<file path="config.mk">
export PLATFORM = sky130hd
export DESIGN_NAME = quad_encoder_button_decoder
export DESIGN_NICKNAME = d
export VERILOG_FILES = /design/src/rtl/qebd_pkg.sv /design/src/rtl/qebd_enc_chan.sv /design/src/rtl/qebd_btn_chan.sv /design/src/rtl/quad_encoder_button_decoder.sv
export SDC_FILE = /design/constraint.sdc
export NUM_CORES = 2
export LEC_CHECK = 0
export BUFFER_PORTS_ARGS = -buffer_cell sky130_fd_sc_hd__buf_2
export CAP_MARGIN = 0
export CORE_UTILIZATION = 50
export DETAILED_ROUTE_END_ITERATION = 10
export MAX_ROUTING_LAYER = met4
export PLACE_DENSITY = 0.67
export SLEW_MARGIN = 20
export SYNTH_ARGS = -nofsm -noshare
export SYNTH_HDL_FRONTEND = slang
export SYNTH_SLANG_ARGS = --single-unit
</file>
<file path="constraint.sdc">
create_clock -name aclk -period 5.9 [get_ports aclk]
set_input_delay 0.295 -clock aclk [delete_from_list [all_inputs] [get_ports aclk]]
set_output_delay 0.295 -clock aclk [all_outputs]
set_load 0.02 [all_outputs]
</file>
<file path="src/rtl/qebd_pkg.sv">
// Shared types, pin map and constants for the quadrature encoder and button decoder.
package qebd_pkg;

    localparam int NUM_ENCODERS    = 4;
    localparam int NUM_AUX_BUTTONS = 4;
    localparam int COUNT_WIDTH     = 32;

    localparam int MAX_ENCODERS = 4;
    localparam int NUM_BUTTONS  = 8;
    localparam int POS_WIDTH    = 32;
    localparam int PIN_WIDTH    = 16;
    localparam int PIN_IDX_W    = 4;
    localparam int TIME_WIDTH   = 32;
    localparam int DEB_WIDTH    = 16;
    localparam int IDX_WIDTH    = 3;
    localparam int CMD_WIDTH    = 2;

    localparam logic [DEB_WIDTH-1:0] DEBOUNCE_RESET = DEB_WIDTH'(20);

    typedef enum logic [CMD_WIDTH-1:0] {
        CMD_SNAPSHOT = 2'd0,
        CMD_TAKE     = 2'd1,
        CMD_ZERO     = 2'd2,
        CMD_PRIME    = 2'd3
    } cmd_t;

    // per-channel control: word is being processed this cycle, its command,
    // and whether target_index selects this channel
    typedef struct packed {
        logic fire;
        cmd_t cmd;
        logic hit;
    } chan_ctrl_t;

    typedef logic [PIN_IDX_W-1:0] pin_idx_t;

    localparam pin_idx_t PIN_A   [MAX_ENCODERS] = '{4'd4, 4'd8, 4'd11, 4'd7};
    localparam pin_idx_t PIN_B   [MAX_ENCODERS] = '{4'd3, 4'd9, 4'd12, 4'd6};
    localparam pin_idx_t PIN_SW  [MAX_ENCODERS] = '{4'd2, 4'd10, 4'd13, 4'd5};
    localparam pin_idx_t PIN_AUX [MAX_ENCODERS] = '{4'd0, 4'd1, 4'd14, 4'd15};

    // 4x4 quadrature transition table, phase = {B, A}; jumps give 0
    function automatic logic signed [1:0] quad_step(input logic [1:0] prev_ph,
                                                     input logic [1:0] cur_ph);
        logic signed [1:0] s;
        unique case ({prev_ph, cur_ph})
            4'b0001, 4'b0111, 4'b1000, 4'b1110: s = 2'sd1;
            4'b0010, 4'b0100, 4'b1011, 4'b1101: s = -2'sd1;
            default:                            s = 2'sd0;
        endcase
        return s;
    endfunction

endpackage

</file>
<file path="src/rtl/qebd_enc_chan.sv">
// One quadrature channel: phase register and wrapping position counter.
module qebd_enc_chan (
    input  logic                                      aclk,
    input  logic                                      aresetn,
    input  qebd_pkg::chan_ctrl_t                      ctrl,
    input  logic [1:0]                                phase_in,
    output logic signed [qebd_pkg::COUNT_WIDTH-1:0]   count_next
);

    logic [1:0]                                phase_reg;
    logic [1:0]                                phase_next;
    logic signed [qebd_pkg::COUNT_WIDTH-1:0]   count_reg;
    logic signed [1:0]                         step;

    assign step = qebd_pkg::quad_step(phase_reg, phase_in);

    always_comb begin
        phase_next = phase_reg;
        count_next = count_reg;
        if (ctrl.fire) begin
            unique case (ctrl.cmd)
                qebd_pkg::CMD_SNAPSHOT: begin
                    phase_next = phase_in;
                    count_next = count_reg + qebd_pkg::COUNT_WIDTH'(step);
                end
                qebd_pkg::CMD_TAKE: begin
                end
                qebd_pkg::CMD_ZERO: begin
                    if (ctrl.hit) count_next = '0;
                end
                qebd_pkg::CMD_PRIME: begin
                    phase_next = phase_in;
                    count_next = '0;
                end
                default: begin
                end
            endcase
        end
    end

    always_ff @(posedge aclk) begin
        if (!aresetn) begin
            phase_reg <= '0;
            count_reg <= '0;
        end else begin
            phase_reg <= phase_next;
            count_reg <= count_next;
        end
    end

endmodule

</file>
<file path="src/rtl/qebd_btn_chan.sv">
// One active-low button: lockout debounce, accepted level and sticky press flag.
module qebd_btn_chan (
    input  logic                                aclk,
    input  logic                                aresetn,
    input  qebd_pkg::chan_ctrl_t                ctrl,
    input  logic                                pressed,
    input  logic [qebd_pkg::TIME_WIDTH-1:0]     now,
    input  logic [qebd_pkg::DEB_WIDTH-1:0]      lockout_ms,
    output logic                                flag_next,
    output logic                                taken
);

    logic                                level_reg;
    logic                                level_next;
    logic [qebd_pkg::TIME_WIDTH-1:0]     last_reg;
    logic [qebd_pkg::TIME_WIDTH-1:0]     last_next;
    logic                                flag_reg;
    logic [qebd_pkg::TIME_WIDTH-1:0]     elapsed;
    logic                                lockout_done;

    // wrapping difference, so timestamp rollover is harmless
    assign elapsed      = now - last_reg;
    assign lockout_done = elapsed >= qebd_pkg::TIME_WIDTH'(lockout_ms);

    always_comb begin
        level_next = level_reg;
        last_next  = last_reg;
        flag_next  = flag_reg;
        taken      = 1'b0;
        if (ctrl.fire) begin
            unique case (ctrl.cmd)
                qebd_pkg::CMD_SNAPSHOT: begin
                    if ((pressed != level_reg) && lockout_done) begin
                        level_next = pressed;
                        last_next  = now;
                        if (pressed) flag_next = 1'b1;
                    end
                end
                qebd_pkg::CMD_TAKE: begin
                    if (ctrl.hit) begin
                        taken     = flag_reg;
                        flag_next = 1'b0;
                    end
                end
                qebd_pkg::CMD_ZERO: begin
                end
                qebd_pkg::CMD_PRIME: begin
                    level_next = pressed;
                    last_next  = '0;
                    flag_next  = 1'b0;
                end
                default: begin
                end
            endcase
        end
    end

    always_ff @(posedge aclk) begin
        if (!aresetn) begin
            level_reg <= 1'b0;
            last_reg  <= '0;
            flag_reg  <= 1'b0;
        end else begin
            level_reg <= level_next;
            last_reg  <= last_next;
            flag_reg  <= flag_next;
        end
    end

endmodule

</file>
<file path="src/rtl/quad_encoder_button_decoder.sv">
// Top level: quadrature encoder and debounced button decoder with stream ports.
// Path: an accepted word waits in the input register, then one pass of per-channel
// logic writes its result into the result register, which drives m_*.
// Throughput: one word per cycle; s_ready drops only while both registers hold words
// and m_ready is low; the channel update and 32-bit lockout compare set the path.
// Reset (aresetn, synchronous): all channel state and both valid flags clear, lockout 20 ms.
module quad_encoder_button_decoder (
    input  logic                                    aclk,
    input  logic                                    aresetn,

    input  logic                                    cfg_wr_en,
    input  logic [qebd_pkg::DEB_WIDTH-1:0]          cfg_wr_data,

    input  logic                                    s_valid,
    output logic                                    s_ready,
    input  logic [qebd_pkg::CMD_WIDTH-1:0]          s_cmd,
    input  logic [qebd_pkg::PIN_WIDTH-1:0]          s_pin_snapshot,
    input  logic [qebd_pkg::TIME_WIDTH-1:0]         s_time_ms,
    input  logic [qebd_pkg::IDX_WIDTH-1:0]          s_target_index,

    output logic                                    m_valid,
    input  logic                                    m_ready,
    output logic signed [qebd_pkg::POS_WIDTH-1:0]   m_position_enc0,
    output logic signed [qebd_pkg::POS_WIDTH-1:0]   m_position_enc1,
    output logic signed [qebd_pkg::POS_WIDTH-1:0]   m_position_enc2,
    output logic signed [qebd_pkg::POS_WIDTH-1:0]   m_position_enc3,
    output logic [qebd_pkg::NUM_BUTTONS-1:0]        m_pending_presses,
    output logic                                    m_taken_press
);

    // debounce register
    logic [qebd_pkg::DEB_WIDTH-1:0]       debounce_reg;

    // input register
    logic                                 in_valid_reg;
    qebd_pkg::cmd_t                       in_cmd_reg;
    logic [qebd_pkg::PIN_WIDTH-1:0]       in_pins_reg;
    logic [qebd_pkg::TIME_WIDTH-1:0]      in_time_reg;
    logic [qebd_pkg::IDX_WIDTH-1:0]       in_tgt_reg;

    // result register
    logic                                 out_valid_reg;
    logic signed [qebd_pkg::POS_WIDTH-1:0] out_pos_reg [qebd_pkg::MAX_ENCODERS];
    logic [qebd_pkg::NUM_BUTTONS-1:0]     out_pend_reg;
    logic                                 out_taken_reg;

    logic                                 advance;
    logic                                 s_accept;
    logic signed [qebd_pkg::POS_WIDTH-1:0] pos_next [qebd_pkg::MAX_ENCODERS];
    logic [qebd_pkg::NUM_BUTTONS-1:0]     pend_next;
    logic [qebd_pkg::NUM_BUTTONS-1:0]     taken_vec;

    // the held word moves on when the result slot is empty or being drained
    assign advance  = in_valid_reg && (!out_valid_reg || m_ready);
    assign s_ready  = !in_valid_reg || advance;
    assign s_accept = s_valid && s_ready;

    always_ff @(posedge aclk) begin
        if (!aresetn) begin
            debounce_reg <= qebd_pkg::DEBOUNCE_RESET;
        end else if (cfg_wr_en) begin
            debounce_reg <= cfg_wr_data;
        end
    end

    always_ff @(posedge aclk) begin
        if (!aresetn) begin
            in_valid_reg <= 1'b0;
        end else if (s_ready) begin
            in_valid_reg <= s_valid;
        end
    end

    always_ff @(posedge aclk) begin
        if (s_accept) begin
            in_cmd_reg  <= qebd_pkg::cmd_t'(s_cmd);
            in_pins_reg <= s_pin_snapshot;
            in_time_reg <= s_time_ms;
            in_tgt_reg  <= s_target_index;
        end
    end

    // encoder channels; absent ones read zero
    genvar e;
    generate
        for (e = 0; e < qebd_pkg::MAX_ENCODERS; e++) begin : g_enc
            if (e < qebd_pkg::NUM_ENCODERS) begin : g_on
                qebd_pkg::chan_ctrl_t                      ctrl;
                logic [1:0]                                phase;
                logic signed [qebd_pkg::COUNT_WIDTH-1:0]   cnt;

                assign ctrl.fire = advance;
                assign ctrl.cmd  = in_cmd_reg;
                assign ctrl.hit  = (in_tgt_reg == qebd_pkg::IDX_WIDTH'(e));
                assign phase     = {in_pins_reg[qebd_pkg::PIN_B[e]],
                                    in_pins_reg[qebd_pkg::PIN_A[e]]};

                qebd_enc_chan u_enc (
                    .aclk       (aclk),
                    .aresetn    (aresetn),
                    .ctrl       (ctrl),
                    .phase_in   (phase),
                    .count_next (cnt)
                );

                // sign-extend from the counter width
                assign pos_next[e] = qebd_pkg::POS_WIDTH'(cnt);
            end else begin : g_off
                assign pos_next[e] = '0;
            end
        end
    endgenerate

    // buttons: 0-3 encoder switches, 4-7 aux; all active low
    genvar b;
    generate
        for (b = 0; b < qebd_pkg::NUM_BUTTONS; b++) begin : g_btn
            localparam bit IS_SW = (b < qebd_pkg::MAX_ENCODERS);
            localparam int SUB   = IS_SW ? b : b - qebd_pkg::MAX_ENCODERS;
            localparam bit ON    = IS_SW ? (SUB < qebd_pkg::NUM_ENCODERS)
                                         : (SUB < qebd_pkg::NUM_AUX_BUTTONS);
            if (ON) begin : g_on
                qebd_pkg::chan_ctrl_t   ctrl;
                logic                   pressed;

                assign ctrl.fire = advance;
                assign ctrl.cmd  = in_cmd_reg;
                assign ctrl.hit  = (in_tgt_reg == qebd_pkg::IDX_WIDTH'(b));
                assign pressed   = IS_SW ? !in_pins_reg[qebd_pkg::PIN_SW[SUB]]
                                         : !in_pins_reg[qebd_pkg::PIN_AUX[SUB]];

                qebd_btn_chan u_btn (
                    .aclk        (aclk),
                    .aresetn     (aresetn),
                    .ctrl        (ctrl),
                    .pressed     (pressed),
                    .now         (in_time_reg),
                    .lockout_ms  (debounce_reg),
                    .flag_next   (pend_next[b]),
                    .taken       (taken_vec[b])
                );
            end else begin : g_off
                assign pend_next[b] = 1'b0;
                assign taken_vec[b] = 1'b0;
            end
        end
    endgenerate

    always_ff @(posedge aclk) begin
        if (!aresetn) begin
            out_valid_reg <= 1'b0;
        end else if (advance) begin
            out_valid_reg <= 1'b1;
        end else if (m_ready) begin
            out_valid_reg <= 1'b0;
        end
    end

    always_ff @(posedge aclk) begin
        if (advance) begin
            out_pos_reg   <= pos_next;
            out_pend_reg  <= pend_next;
            out_taken_reg <= |taken_vec;
        end
    end

    assign m_valid           = out_valid_reg;
    assign m_position_enc0   = out_pos_reg[0];
    assign m_position_enc1   = out_pos_reg[1];
    assign m_position_enc2   = out_pos_reg[2];
    assign m_position_enc3   = out_pos_reg[3];
    assign m_pending_presses = out_pend_reg;
    assign m_taken_press     = out_taken_reg;

`ifndef SYNTHESIS
    // back-pressure only when both slots are full and the sink stalls
    a_ready_cause: assert property (@(posedge aclk) disable iff (!aresetn)
        !s_ready |-> (in_valid_reg && out_valid_reg && !m_ready))
        else $error("s_ready low without a full stalled pipeline");

    // a take always leaves the targeted flag cleared
    a_take_clears: assert property (@(posedge aclk) disable iff (!aresetn)
        (advance && in_cmd_reg == qebd_pkg::CMD_TAKE)
        |=> !m_pending_presses[$past(in_tgt_reg)])
        else $error("take word left its press flag set");

    // prime clears every count and flag
    a_prime_clears: assert property (@(posedge aclk) disable iff (!aresetn)
        (advance && in_cmd_reg == qebd_pkg::CMD_PRIME)
        |=> (m_pending_presses == '0 && m_position_enc0 == '0 &&
             m_position_enc1 == '0 && m_position_enc2 == '0 &&
             m_position_enc3 == '0 && !m_taken_press))
        else $error("prime word left state behind");

    // a taken press only comes out of a take word
    a_taken_src: assert property (@(posedge aclk) disable iff (!aresetn)
        (advance && in_cmd_reg != qebd_pkg::CMD_TAKE) |=> !m_taken_press)
        else $error("taken_press set by a non-take word");
`endif

endmodule
</file>
==> run_results.csv <==
group,metric,value,unit
clocking,insertion_delay,0.67,ns
sta,fmax,0.179,GHz
final_layout,multi_input_area,30400,µm²
synthesis,ys_warn_count,0,
drt,drt-total-wl,149,mm
global_routing,grt_overflow,0,
power,powerDensity,230,nW/µm²
floorplan,dieWidth,309,µm
global_routing,grt_antenna_before_repair,1,
synthesis,ys_ff_latch,616,
clocking,clock-sinks,616,
floorplan,core-area,93300,µm²
final_layout,drive_above_1_share,8.89,%
critical_path,cp-end-kind,"flip-flop",
critical_path,criticalPathCategory,"reg2reg",
synthesis,syn_nets,6175,
synthesis,seq_area_frac_synth,30.2,%
critical_path,cp_data_required_time,6.38,ns
synthesis,synth_area_per_cell,8.46,µm²
critical_path,reg2reg_depth,23,
critical_path,rr_startpoint,"in_time_reg[0]",
global_routing,grt_max_degree,83,
floorplan,io_pins,213,
final_layout,largest_reg_flops,256,
placement,dp_cells,6916,
sta,fin_tns_setup,0,ns
drt,drtPass1Iterations,6,
floorplan,die_h,309,µm
synthesis,yosys.area.top_type,"dfxtp_1",
placement,place_hpwl,112,mm
critical_path,crit_path_start_kind,"flip-flop",
synthesis,syn-instance-count,5569,
clocking,cts_root_buffer,"clkbuf_16",
sta,slew_viol_final,0,
flow_run,max_cap_violations,0,
min_path,worstHoldPathType,"in2reg",
synthesis,syn_area,47100,µm²
sta,hold_viol,0,
drt,ant_nets,0,
drt,wl_per_cell,20.9,µm
clocking,cts_inserted_buffers,74,
critical_path,worstReg2RegEnd,"g_btn[2].g_on.u_btn.last_reg[13]",
clocking,cts_tree,"done",
sta,setup_viol,0,
final_layout,fillCellCount,8717,
critical_path,cp_max_fo,32,
sta,final.setup_skew,0.0337,ns
drt,via_per_inst,5.93,
synthesis,synth_top_family_by_area,"compound AO/OA/AOI/OAI gates",
drt,drc,0,
critical_path,cp-endpoint,"g_btn[2].g_on.u_btn.last_reg[13]",
clocking,clk_pin_slew,0.06,ns
synthesis,yosys.area_share.simple,18.1,%
final_layout,seq_area,14200,µm²
synthesis,ys_types,117,
placement,portBuffers,212,
synthesis,synth-async-reset-ratio,0,%
synthesis,synth_edf_count,190,
critical_path,r2r_setup_slack,0.31,ns
clocking,ctsLongestPathBuffers,3,
final_layout,fin_area,52700,µm²
synthesis,muxShareOfSynthArea,4.22,%
final_layout,synthToLayoutAreaGrowth,11.8,%
final_layout,final_cells,7124,
power,total_power,12.1,mW
global_routing,globalRouteTotalUtil,31.4,%
synthesis,synth_area_leaders,"dfxtp_1 (18%), ha_1 (14%), edfxtp_1 (12%)",
floorplan,dieArea,95500,µm²
critical_path,crit_start,"in_time_reg[0]",
floorplan,num_rows,112,
final_layout,postLayoutCoreUtil,56.5,%
placement,place_area,49500,µm²
synthesis,synth_compound_area_share,22.6,%
sta,tightest_slew,1.10,ns
clocking,cts.htree.levels,3,
synthesis,netlist.area_leader.share,18.1,%
placement,gp_congestion,1.02,
sta,timing.final.crit_share,94.7,%
power,vdd_drop_max,0.000223,V
sta,period_needed,5.59,ns
global_routing,grt_pass1_vias,40001,
synthesis,yosys-top-cells-count,"nand2_1 (636), ha_1 (520), dfxtp_1 (426), inv_1 (411), a21oi_1 (390)",
sta,max_slew_margin,26.7,%
drt,vias,42254,
power,p_leak,21.5,nW
global_routing,grt_pass1_wl,228,mm
drt,dr.first_iter.drc_count,3103,
critical_path,arrival,6.07,ns
synthesis,synth_flop_cell,"dfxtp_1",
final_layout,final_nets,6417,
synthesis,synthAdderAreaFrac,14.3,%
floorplan,floorplan.initialDensity,50.5,%
synthesis,post-synth-top-count-cell,"nand2_1",
synthesis,synthXorXnorAreaFrac,5.05,%
status,status,"finished, final reports clean",
==> power by group <==
group / switching [mW] / total (mW) / internal [mW]
clock network: 1.91 / 4.63 / 2.72
logic: 1.79 / 2.87 / 1.08
registers: 0.112 / 4.60 / 4.49
total: 3.81 / 12.1 / 8.29
==> timing repair <==
action | CTS | global route
endpoints found under the setup margin | 0 | 101
resized for setup | 0 | 7
buffers inserted | 0 | 1
hold buffers | 72 | 0
hold endpoints to repair | 71 | 0
==> cells in the final DEF, fill, tap and decap left out, types with 44 or more instances in the layout <==
| cell type | Yosys | layout |
|---|---|---|
| xnor2_1 | 165 | 165 |
| mux2i_1 | 176 | 176 |
| nor2b_1 | 47 | 47 |
| a31oi_1 | 53 | 53 |
| buf_2 | 27 | 211 |
| nand4_1 | 65 | 65 |
| ha_1 | 520 | 520 |
| and3_1 | 45 | 44 |
| o21a_1 | 82 | 82 |
| xor2_1 | 105 | 105 |
| a21oi_1 | 390 | 388 |
| clkbuf_16 | 0 | 76 |
| nand2_1 | 636 | 633 |
| nand3_1 | 99 | 99 |
| nor2_1 | 338 | 337 |
| edfxtp_1 | 190 | 190 |
| o21ai_0 | 328 | 327 |
| inv_1 | 411 | 409 |
| dlygate4sd3_1 | 2 | 72 |
| o211ai_1 | 51 | 51 |
| o21ai_1 | 47 | 48 |
| nor3_1 | 94 | 93 |
| a21o_1 | 135 | 134 |
| a211oi_1 | 52 | 52 |
| a22o_1 | 63 | 63 |
| dfxtp_1 | 426 | 426 |
| and2_1 | 162 | 161 |
| buf_4 | 14 | 79 |
| nand2b_1 | 97 | 97 |
==> routing by layer <==
layer	track usage, %	up-vias	part of all wire, %
li1	-	20690	-
met5	-	-	0
met2	51.4	1235	47
met4	13.7	0	4.8
met1	39.0	20007	44
met3	3.61	322	5.0
==> layout make-up <==
class,count,area share (%)
multi-input combinational,4338,57.6
sequential,616,27.0
timing repair buffer,370,4.79
clock buffer,104,4.00
tap,1254,2.98
inverter,411,2.94
clock inverter,30,0.632
antenna,1,0.00475
==> kinds of logic after synthesis <==
family                     after synthesis
AOI/OAI and AO/OA                     1589
xor gates and xnor gates               271
adders and majority gates              532
buffers and inverters                  615
DFF                                    616
muxes                                  190
and+or+nand+nor                       1756
==> stage by stage <==
stage / hold WS, ns / worst slack (ns)
floorplan: 0.394 / 0.761
global placement: 0.423 / 0.225
detailed placement: 0.430 / 0.165
CTS: 0.0244 / 0.132
global route: 0.0483 / -0.00440
finish: 0.0367 / 0.310
==> worst min path at each step <==
stage,start,end,cells past startpoint
floorplan,s_cmd[0],in_cmd_reg[0],0
global placement,g_btn[1].g_on.u_btn.last_reg[25],g_btn[1].g_on.u_btn.last_reg[25],2
detailed placement,g_btn[1].g_on.u_btn.last_reg[14],g_btn[1].g_on.u_btn.last_reg[14],2
CTS,aresetn,g_btn[3].g_on.u_btn.level_reg,2
global route,aresetn,g_btn[3].g_on.u_btn.level_reg,2
finish,aresetn,g_btn[3].g_on.u_btn.level_reg,2
==> worst max-delay path: stages, from the launching register on <==
cell and delay, ns:
edfxtp_1 0.36, inv_1 0.13, buf_4 0.19, ha_1 0.23
fa_1 0.46, nand2b_1 0.18, a21oi_1 0.26, o211ai_1 0.19
a21oi_1 0.28, nor2b_1 0.12, o21ai_0 0.24, xnor2_1 0.20
ha_1 0.29, a21o_1 0.16, a22oi_1 0.13, nand3_1 0.09
nor3_1 0.20, o211ai_1 0.11, nor4_1 0.29, nand4_1 0.30
nor4b_4 0.42, a211oi_4 0.07, buf_4 0.30, mux2i_1 0.20
Power figures use the tool's default switching activity.
